==> src/button_click_long_double_detect_macros.svh <==
// Assertion macros used by the button gesture detector merge stage.
`ifndef BUTTON_CLICK_LONG_DOUBLE_DETECT_MACROS_SVH
`define BUTTON_CLICK_LONG_DOUBLE_DETECT_MACROS_SVH

// Same-cycle implication, disabled while reset is asserted.
`define BCLD_ASSERT_NOW(lbl, clk, rstn, ante, cons, msg) \
    lbl: assert property (@(posedge clk) disable iff (!(rstn)) (ante) |-> (cons)) \
        else $error(msg);

// Next-cycle implication, disabled while reset is asserted.
`define BCLD_ASSERT_NEXT(lbl, clk, rstn, ante, cons, msg) \
    lbl: assert property (@(posedge clk) disable iff (!(rstn)) (ante) |=> (cons)) \
        else $error(msg);

`endif

==> src/bcld_pkg.sv <==
// Types and constants of the button click, long and double press detector.
package bcld_pkg;

    localparam logic [7:0] RUN_MAX = 8'd255;

    localparam int CFG_INDEX_W = 2;
    localparam int CFG_DATA_W  = 16;
    localparam int KIND_W      = 2;

    localparam logic [CFG_INDEX_W-1:0] REG_DEBOUNCE_TICKS   = 2'd0;
    localparam logic [CFG_INDEX_W-1:0] REG_LONG_PRESS_TICKS = 2'd1;
    localparam logic [CFG_INDEX_W-1:0] REG_DOUBLE_GAP_TICKS = 2'd2;

    localparam logic [7:0]  DEBOUNCE_TICKS_RST   = 8'd5;
    localparam logic [15:0] LONG_PRESS_TICKS_RST = 16'd100;
    localparam logic [15:0] DOUBLE_GAP_TICKS_RST = 16'd25;

    typedef enum logic [KIND_W-1:0] {
        EV_SHORT  = 2'd0,
        EV_LONG   = 2'd1,
        EV_DOUBLE = 2'd2
    } bcld_kind_t;

    typedef enum logic [3:0] {
        GS_WAIT_START = 4'b0001,
        GS_COUNT_LONG = 4'b0010,
        GS_COUNT_GAP  = 4'b0100,
        GS_WAIT_STOP  = 4'b1000
    } bcld_gesture_t;

    typedef struct packed {
        logic [7:0]  debounce_ticks;
        logic [15:0] long_press_ticks;
        logic [15:0] double_gap_ticks;
    } bcld_cfg_t;

    typedef struct packed {
        logic       valid;
        bcld_kind_t kind;
    } bcld_event_t;

endpackage

==> src/bcld_lane.sv <==
// Per-button lane: debounce counters, debounced level and gesture state machine.
module bcld_lane (
    input  logic                   aclk,
    input  logic                   aresetn,
    input  logic                   tick,
    input  logic                   pressed,
    input  bcld_pkg::bcld_cfg_t    cfg,
    output bcld_pkg::bcld_event_t  lane_event
);
    import bcld_pkg::*;

    logic [7:0]    press_run_reg,   press_run_next;
    logic [7:0]    release_run_reg, release_run_next;
    logic          level_reg,       level_next;
    bcld_gesture_t state_reg,       state_next;
    logic [15:0]   hold_reg,        hold_next;

    always_comb begin
        press_run_next   = press_run_reg;
        release_run_next = release_run_reg;
        level_next       = level_reg;
        state_next       = state_reg;
        hold_next        = hold_reg;
        lane_event.valid = 1'b0;
        lane_event.kind  = EV_SHORT;

        if (pressed) begin
            release_run_next = '0;
            if (press_run_reg != RUN_MAX) begin
                press_run_next = press_run_reg + 8'd1;
            end
            if (press_run_next >= cfg.debounce_ticks) begin
                level_next = 1'b1;
            end
        end else begin
            press_run_next = '0;
            if (release_run_reg != RUN_MAX) begin
                release_run_next = release_run_reg + 8'd1;
            end
            if (release_run_next >= cfg.debounce_ticks) begin
                level_next = 1'b0;
            end
        end

        // States are visited in order, so a state entered here runs this tick too.
        if (state_next == GS_WAIT_START && level_next) begin
            hold_next  = '0;
            state_next = GS_COUNT_LONG;
        end
        if (state_next == GS_COUNT_LONG) begin
            if (level_next) begin
                hold_next = hold_next + 16'd1;
                if (hold_next == cfg.long_press_ticks) begin
                    lane_event.valid = 1'b1;
                    lane_event.kind  = EV_LONG;
                    state_next       = GS_WAIT_STOP;
                end
            end else begin
                hold_next  = '0;
                state_next = GS_COUNT_GAP;
            end
        end
        if (state_next == GS_COUNT_GAP) begin
            if (!level_next) begin
                hold_next = hold_next + 16'd1;
                if (hold_next == cfg.double_gap_ticks) begin
                    lane_event.valid = 1'b1;
                    lane_event.kind  = EV_SHORT;
                    state_next       = GS_WAIT_START;
                end
            end else begin
                lane_event.valid = 1'b1;
                lane_event.kind  = EV_DOUBLE;
                state_next       = GS_WAIT_STOP;
            end
        end
        if (state_next == GS_WAIT_STOP && !level_next) begin
            state_next = GS_WAIT_START;
        end
    end

    always_ff @(posedge aclk) begin
        if (!aresetn) begin
            press_run_reg   <= '0;
            release_run_reg <= '0;
            level_reg       <= 1'b0;
            state_reg       <= GS_WAIT_START;
            hold_reg        <= '0;
        end else if (tick) begin
            press_run_reg   <= press_run_next;
            release_run_reg <= release_run_next;
            level_reg       <= level_next;
            state_reg       <= state_next;
            hold_reg        <= hold_next;
        end
    end

endmodule

==> src/bcld_merge.sv <==
// Merge stage: hold the events of one tick and send them out in button order.
`include "button_click_long_double_detect_macros.svh"

module bcld_merge #(
    parameter int BUTTON_COUNT = 2,
    parameter int IDX_W        = 1
) (
    input  logic                                     aclk,
    input  logic                                     aresetn,
    input  logic                                     tick,
    input  bcld_pkg::bcld_event_t [BUTTON_COUNT-1:0] lane_event,
    output logic                                     tick_ready,
    output logic                                     out_valid,
    input  logic                                     out_ready,
    output logic [IDX_W-1:0]                         out_index,
    output bcld_pkg::bcld_kind_t                     out_kind,
    output logic                                     out_last
);
    import bcld_pkg::*;

    logic [BUTTON_COUNT-1:0] valid_reg, valid_next;
    bcld_kind_t [BUTTON_COUNT-1:0] kind_reg;
    logic [BUTTON_COUNT-1:0] sel_onehot;
    logic                    out_fire;

    assign sel_onehot = valid_reg & (~valid_reg + BUTTON_COUNT'(1));
    assign out_valid  = |valid_reg;
    assign out_last   = (valid_reg & ~sel_onehot) == '0;
    assign out_fire   = out_valid & out_ready;
    assign tick_ready = !out_valid || (out_fire && out_last);

    always_comb begin
        out_index = '0;
        out_kind  = EV_SHORT;
        for (int i = 0; i < BUTTON_COUNT; i++) begin
            if (sel_onehot[i]) begin
                out_index = IDX_W'(i);
                out_kind  = kind_reg[i];
            end
        end
    end

    always_comb begin
        valid_next = valid_reg;
        if (tick) begin
            for (int i = 0; i < BUTTON_COUNT; i++) begin
                valid_next[i] = lane_event[i].valid;
            end
        end else if (out_fire) begin
            valid_next = valid_reg & ~sel_onehot;
        end
    end

    always_ff @(posedge aclk) begin
        if (!aresetn) begin
            valid_reg <= '0;
        end else begin
            valid_reg <= valid_next;
        end
    end

    always_ff @(posedge aclk) begin
        if (tick) begin
            for (int i = 0; i < BUTTON_COUNT; i++) begin
                kind_reg[i] <= lane_event[i].kind;
            end
        end
    end

    `BCLD_ASSERT_NEXT(a_more_after_not_last, aclk, aresetn, out_fire && !out_last && !tick, out_valid, "events lost before the final beat of a tick")
    `BCLD_ASSERT_NOW(a_load_only_when_drained, aclk, aresetn, tick && out_valid, out_fire && out_last, "new tick loaded over pending events")
    `BCLD_ASSERT_NEXT(a_hold_when_stalled, aclk, aresetn, out_valid && !out_ready && !tick, $stable(valid_reg), "pending events changed while stalled")

endmodule

==> src/button_click_long_double_detect.sv <==
// Button debounce and gesture detector, top level.
//
// Each input beat is one timer tick with the raw active-low level of every
// button pin. One lane per button debounces the pin and runs the gesture
// state machine; a tick updates all lanes together. The merge stage
// buffers the events of that tick (at most one per button) and sends them
// in button index order, one beat per cycle while m_axis_tready is high,
// tlast on the final one. The next tick is taken when no events are
// pending, or in the cycle that delivers the final beat of the previous
// one. No clearing pass after reset.
// Configuration writes are accepted in every cycle; index 3 is ignored.
module button_click_long_double_detect #(
    parameter int BUTTON_COUNT = 2
) (
    input  logic                                aclk,
    input  logic                                aresetn,
    input  logic                                s_axis_tvalid,
    output logic                                s_axis_tready,
    // tdata: pin_levels[BUTTON_COUNT-1:0], zero padded
    input  logic [((BUTTON_COUNT+7)/8)*8-1:0]   s_axis_tdata,
    output logic                                m_axis_tvalid,
    input  logic                                m_axis_tready,
    // tdata: button_index, zero padded
    output logic [(((BUTTON_COUNT > 1) ? $clog2(BUTTON_COUNT) : 1)+7)/8*8-1:0] m_axis_tdata,
    // tuser: event_kind[1:0]
    output logic [bcld_pkg::KIND_W-1:0]         m_axis_tuser,
    output logic                                m_axis_tlast,
    input  logic                                cfg_valid,
    output logic                                cfg_ready,
    input  logic [bcld_pkg::CFG_INDEX_W-1:0]    cfg_index,
    input  logic [bcld_pkg::CFG_DATA_W-1:0]     cfg_data
);
    import bcld_pkg::*;

    localparam int IDX_W      = (BUTTON_COUNT > 1) ? $clog2(BUTTON_COUNT) : 1;
    localparam int M_TDATA_W  = ((IDX_W + 7) / 8) * 8;

    bcld_cfg_t                     cfg_reg;
    bcld_event_t [BUTTON_COUNT-1:0] lane_event;
    logic                          tick;
    logic                          tick_ready;
    logic [IDX_W-1:0]              out_index;
    bcld_kind_t                    out_kind;

    assign cfg_ready     = 1'b1;
    assign s_axis_tready = tick_ready;
    assign tick          = s_axis_tvalid & tick_ready;

    always_ff @(posedge aclk) begin
        if (!aresetn) begin
            cfg_reg.debounce_ticks   <= DEBOUNCE_TICKS_RST;
            cfg_reg.long_press_ticks <= LONG_PRESS_TICKS_RST;
            cfg_reg.double_gap_ticks <= DOUBLE_GAP_TICKS_RST;
        end else if (cfg_valid && cfg_ready) begin
            unique case (cfg_index)
                REG_DEBOUNCE_TICKS: begin
                    cfg_reg.debounce_ticks <= cfg_data[7:0];
                end
                REG_LONG_PRESS_TICKS: begin
                    cfg_reg.long_press_ticks <= cfg_data;
                end
                REG_DOUBLE_GAP_TICKS: begin
                    cfg_reg.double_gap_ticks <= cfg_data;
                end
                default: begin
                end
            endcase
        end
    end

    for (genvar g = 0; g < BUTTON_COUNT; g++) begin : g_lane
        bcld_lane u_lane (
            .aclk       (aclk),
            .aresetn    (aresetn),
            .tick       (tick),
            .pressed    (~s_axis_tdata[g]),
            .cfg        (cfg_reg),
            .lane_event (lane_event[g])
        );
    end

    bcld_merge #(
        .BUTTON_COUNT (BUTTON_COUNT),
        .IDX_W        (IDX_W)
    ) u_merge (
        .aclk       (aclk),
        .aresetn    (aresetn),
        .tick       (tick),
        .lane_event (lane_event),
        .tick_ready (tick_ready),
        .out_valid  (m_axis_tvalid),
        .out_ready  (m_axis_tready),
        .out_index  (out_index),
        .out_kind   (out_kind),
        .out_last   (m_axis_tlast)
    );

    assign m_axis_tdata = M_TDATA_W'(out_index);
    assign m_axis_tuser = out_kind;

endmodule

==> config.mk <==
export PLATFORM = sky130hd
export DESIGN_NAME = button_click_long_double_detect
export DESIGN_NICKNAME = d
export VERILOG_FILES = /design/src/bcld_pkg.sv /design/src/bcld_lane.sv /design/src/bcld_merge.sv /design/src/button_click_long_double_detect.sv
export VERILOG_INCLUDE_DIRS = /design/src /design/src/src
export SDC_FILE = /design/constraint.sdc
export NUM_CORES = 1
export LEC_CHECK = 0
export BUFFER_PORTS_ARGS = -buffer_cell sky130_fd_sc_hd__buf_4
export CAP_MARGIN = 20
export CORE_MARGIN = 1.5
export CORE_UTILIZATION = 40
export DETAILED_ROUTE_END_ITERATION = 10
export SLEW_MARGIN = 40
export SYNTH_ARGS = -nofsm -noshare
export SYNTH_HDL_FRONTEND = slang
export SYNTH_SLANG_ARGS = --single-unit
export TNS_END_PERCENT = 100
==> constraint.sdc <==
create_clock -name aclk -period 18.3 [get_ports aclk]
set_input_delay 0 -clock aclk [delete_from_list [all_inputs] [get_ports aclk]]
set_output_delay 0 -clock aclk [all_outputs]
set_load 0.01 [all_outputs]
==> results.txt <==
The cell area reported after detailed placement is roughly 0.011 mm². The cell that appears most often on the critical path is sky130_fd_sc_hd__ha_1. The worst hold path belongs to the class primary input to flip-flop. The residual antenna-violating net count after detailed routing came out at 0. The fraction of the mapped netlist area in compound gates is 0.243. Across every metal layer, demand over resource in global routing totals 0.228.

The area taken by flip-flops and latches is about 0.0024 mm². In this run the most critical hold path is launched from cfg_index[1]. The clock sink count is 120. Of the total synthesized cell area, the portion taken by XOR and XNOR cells is 0.115. The total inserted antenna cells came out at 0. The post-layout total power is around 0.76 mW. The maximum operating frequency is approximately 0.12 GHz. Setup violations remaining at the end of the flow were counted as 0. The number of H-tree levels is 4. The normalized max-slew margin is 0.453. In this run, the number of DRC markers left after iteration 0 of detailed routing was 777. The data arrival time at the worst-slack endpoint came out at roughly 8.7 ns. In the final layout, the share of cells above drive strength 1 is 0.0895.

The number of standard cells in the layout, taps in and fillers out came out at 1693. The DRC violations left is 0. The worst clock skew is between 0.015 and 0.02 ns. The I/O pin count came out at 45.

Buffers placed on the I/O ports in this run total 30. Entering global routing, the biggest net connects 89 pins. The clock edge transition at the registers on the reported setup and hold paths came out at 0.06 ns.

The average wire per cell in the routed design came out at 17.6 µm. TritonCTS built the clock tree. Synthesis inferred 120 register bits. The first global-routing pass estimated ~48000 µm of wire. The share of the yosys chip area belonging to registers came out at 0.238. The smallest hold slack came out at around 0.040 ns.

The time the final worst path needs with I/O delays and setup came out at 8.30 ns. The number of antenna violations at the first check in global routing is 0. The reg-to-reg endpoint is u_merge.valid_reg[1]. The flow ran to the end, and the final reports show no timing, DRC or antenna violations. The placement-stage worst setup slack is 10.70 ns. The share of synthesized cell area in and, or, nand and nor gates is 0.284. The iteration count of the initial detailed-routing pass came out at 5. The average vias per placed instance came out at approximately 5.7.

The slack of the worst reg-to-reg path is roughly 10 ns. The total instance count after detailed placement is roughly 1600. The adder-cell area share of the yosys netlist came out at 0.0498. The count of final max-slew check failures came to 0.

The routability congestion estimate from global placement came out at ~0.91. Global routing finished with a remaining overflow of 0. The floorplan step set the die width to between 150 and 200 µm. The filler cells instantiated in the layout total ~2500.

Of the available clock period, the critical path in the final layout requires 0.454. No sink is reached through more buffers than the 2 on the longest clock path. The number of global-route vias before repair is a little under 9000.

The largest individual stage delay along the critical path comes from the cell sky130_fd_sc_hd__nor4_1. The count of cells along the worst hold path came out at 4. The area used by multi-input combinational logic came out at 0.00728 mm². The startpoint class of the critical path is a flip-flop. The main flop type after synthesis is sky130_fd_sc_hd__dfxtp_1. By area, the combinational part of the netlist is dominated by simple AND/OR/NAND/NOR gates.

The average size of a mapped cell came out at about 7.5 µm². After synthesis, the share of flip-flops with an asynchronous set or reset is 0. Setup repair after global routing left no endpoint under its margin. The final layout contains approximately 1400 nets. The HPWL after detailed placement is 21800 µm. The endpoint class of the critical path is a flip-flop. The core region is about 0.025 mm². Dividing total power by cell area gives a power density of 66.9 mW/mm². The largest driver fanout on the critical path came out at 16. In this run the cell area of the synthesized design comes to about 0.010 mm². The flip-flop count of the largest register after layout is 40. The number of placement rows is 58. The number of enable-type register cells in the synthesized netlist came out at 4.

The worst setup path is of the flip-flop to flip-flop kind. The warning count from the yosys run is 0. The final critical-path setup slack is ~10 ns. The final hold violation count came out at 0. The startpoint identified for the worst register-to-register timing path is g_lane[1].u_lane.press_run_reg[0]. The die height is ~160 µm. The later-pin clock latency in the skew report is roughly 0.43 ns.

The tool flagged a number of max-cap violations equal to 0. The path with the worst hold slack has its endpoint at cfg_reg[28]. The number of buffers added by the clock tree synthesis step is 17. The maximum resistive drop on vdd is around 0.06 mV. Synthesis produced between 1000 and 1500 cells. Data on the critical path is required at its endpoint by between 15 and 20 ns. The tree is rooted in a sky130_fd_sc_hd__clkbuf_16. The number of cells on the worst reg-to-reg path is 27. The signed area change from the synthesized netlist to the final layout is 10.9%. The detailed-route wire length is around 30000 µm. The netlist uses a little under 100 different library cells. The die covers around 0.027 mm². For this configuration, the core starts out at a cell density of 0.407. The share of the core filled with cells in the final layout is 0.451. The proportion of synthesized area in mux cells is 0.0137. The largest stage delay on the critical path is 0.60 ns.

The static leakage came out at approximately 4.0 nW. The via count of the routed design came out at 9700. The final instance area came out at between 0.01 and 0.015 mm². The transition time at the pin with the least slew margin is 0.817 ns. For the final routed database, the setup TNS stands at 0 ns.
[critical path: cells and delay by family (launching register included)]
family | cells | cell delay (ns)
AOI/OAI and AO/OA | 8 | 2.05
xor gates and xnor gates | 1 | 0.27
adders and majority gates | 3 | 0.91
buffers and inverters | 1 | 0.55
DFF | 1 | 0.42
and+or+nand+nor | 14 | 4.03
[cells in the mapped netlist, drive strengths merged, types with 4 or more instances]
cell type  number  area, µm²
xnor2          92        806
or3             8       50.1
o21a           10       75.1
and3           12       75.1
nor2b          42        263
a21o            8       60.1
inv            37        139
o21ai          82        433
or2             9       56.3
nand3          63        315
mux2            8       90.1
dfxtp         116       2320
a211oi         15        130
a21oi          55        294
o211ai          6       50.1
a22oi          33        258
nand2b          7       43.8
edfxtp          4        120
o32ai          11        104
o22ai           6       37.5
a21boi         36        270
buf            30        181
a32oi           6       60.1
nor4b          13        133
nand2         188        713
nor2           96        373
nor4           15        106
nor3b           8       70.1
mux2i           5       50.1
o32a            5       51.3
a31oi          23        159
ha             40        500
nand4          27        184
and2           33        206
nor3           32        171
xor2           43        377
o31ai          17        146
o211a          10        100
clkbuf         65        245
[worst max path at each step]
stage                                      start                       endpoint  slack, ns  cells after the start
2_1_floorplan  g_lane[1].u_lane.press_run_reg[0]  g_lane[1].u_lane.state_reg[2]      12.30                     28
3_3_place_gp   g_lane[1].u_lane.press_run_reg[0]           u_merge.valid_reg[1]      10.72                     26
3_5_place_dp   g_lane[1].u_lane.press_run_reg[0]           u_merge.valid_reg[1]      10.70                     26
4_1_cts        g_lane[1].u_lane.press_run_reg[0]           u_merge.valid_reg[1]      10.15                     27
5_1_grt        g_lane[1].u_lane.press_run_reg[0]           u_merge.valid_reg[1]       9.37                     27
6_report       g_lane[1].u_lane.press_run_reg[0]           u_merge.valid_reg[1]      10.00                     27
[placed cells by master (no fill, tap or decap), drive strengths merged, types with 22 or more instances in the layout]
master / instances
nand3: 63
nand2: 188
inv: 37
o21ai: 82
clkbuf: 23
dfxtp: 116
nor2b: 42
a22oi: 33
nand4: 27
a21oi: 55
a31oi: 23
a21boi: 36
xor2: 43
nor2: 96
and2: 33
buf: 37
xnor2: 92
ha: 40
dlygate4sd3: 22
nor3: 32
[timing repair]
action,in CTS,in global routing
setup buffers,0,0
hold buffers,22,0
endpoints found under the hold margin,65,0
resized for setup,0,0
[per-layer routing]
metal / vias to the layer above / routed length, µm / GRT usage
li1: 4833 / - / -
met1: 4605 / 14200 / 0.307
met2: 226 / 13600 / 0.369
met3: 36 / 1340 / 0.0383
met4: 0 / 589 / 0.0730
met5: - / 0 / 0
[cell type report]
type | count | share of cell area
tap | 330 | 0.0363
sequential | 120 | 0.215
clock inverter | 8 | 0.0107
inverter | 37 | 0.0122
clock buffer | 23 | 0.0420
timing repair buffer | 59 | 0.0438
multi-input combinational | 1116 | 0.640
[kinds of logic after synthesis]
| logic type | after synthesis |
|---|---|
| multiplexers | 13 |
| XOR/XNOR | 135 |
| other | 2 |
| flip-flops | 120 |
| buffers and inverters | 132 |
| adder cells (fa/ha/maj) | 41 |
| AND/OR/NAND/NOR | 569 |
| AO/OA/AOI/OAI | 350 |
[where the power goes]
group | leakage (nW) | total [mW] | internal, mW | switching, mW
clock | 0.293 | 0.353 | 0.224 | 0.130
sequential | 0.982 | 0.286 | 0.270 | 0.0159
combinational | 2.70 | 0.122 | 0.0450 | 0.0769
total | 3.98 | 0.761 | 0.539 | 0.222
No activity file was read; power rests on OpenSTA's default activity.
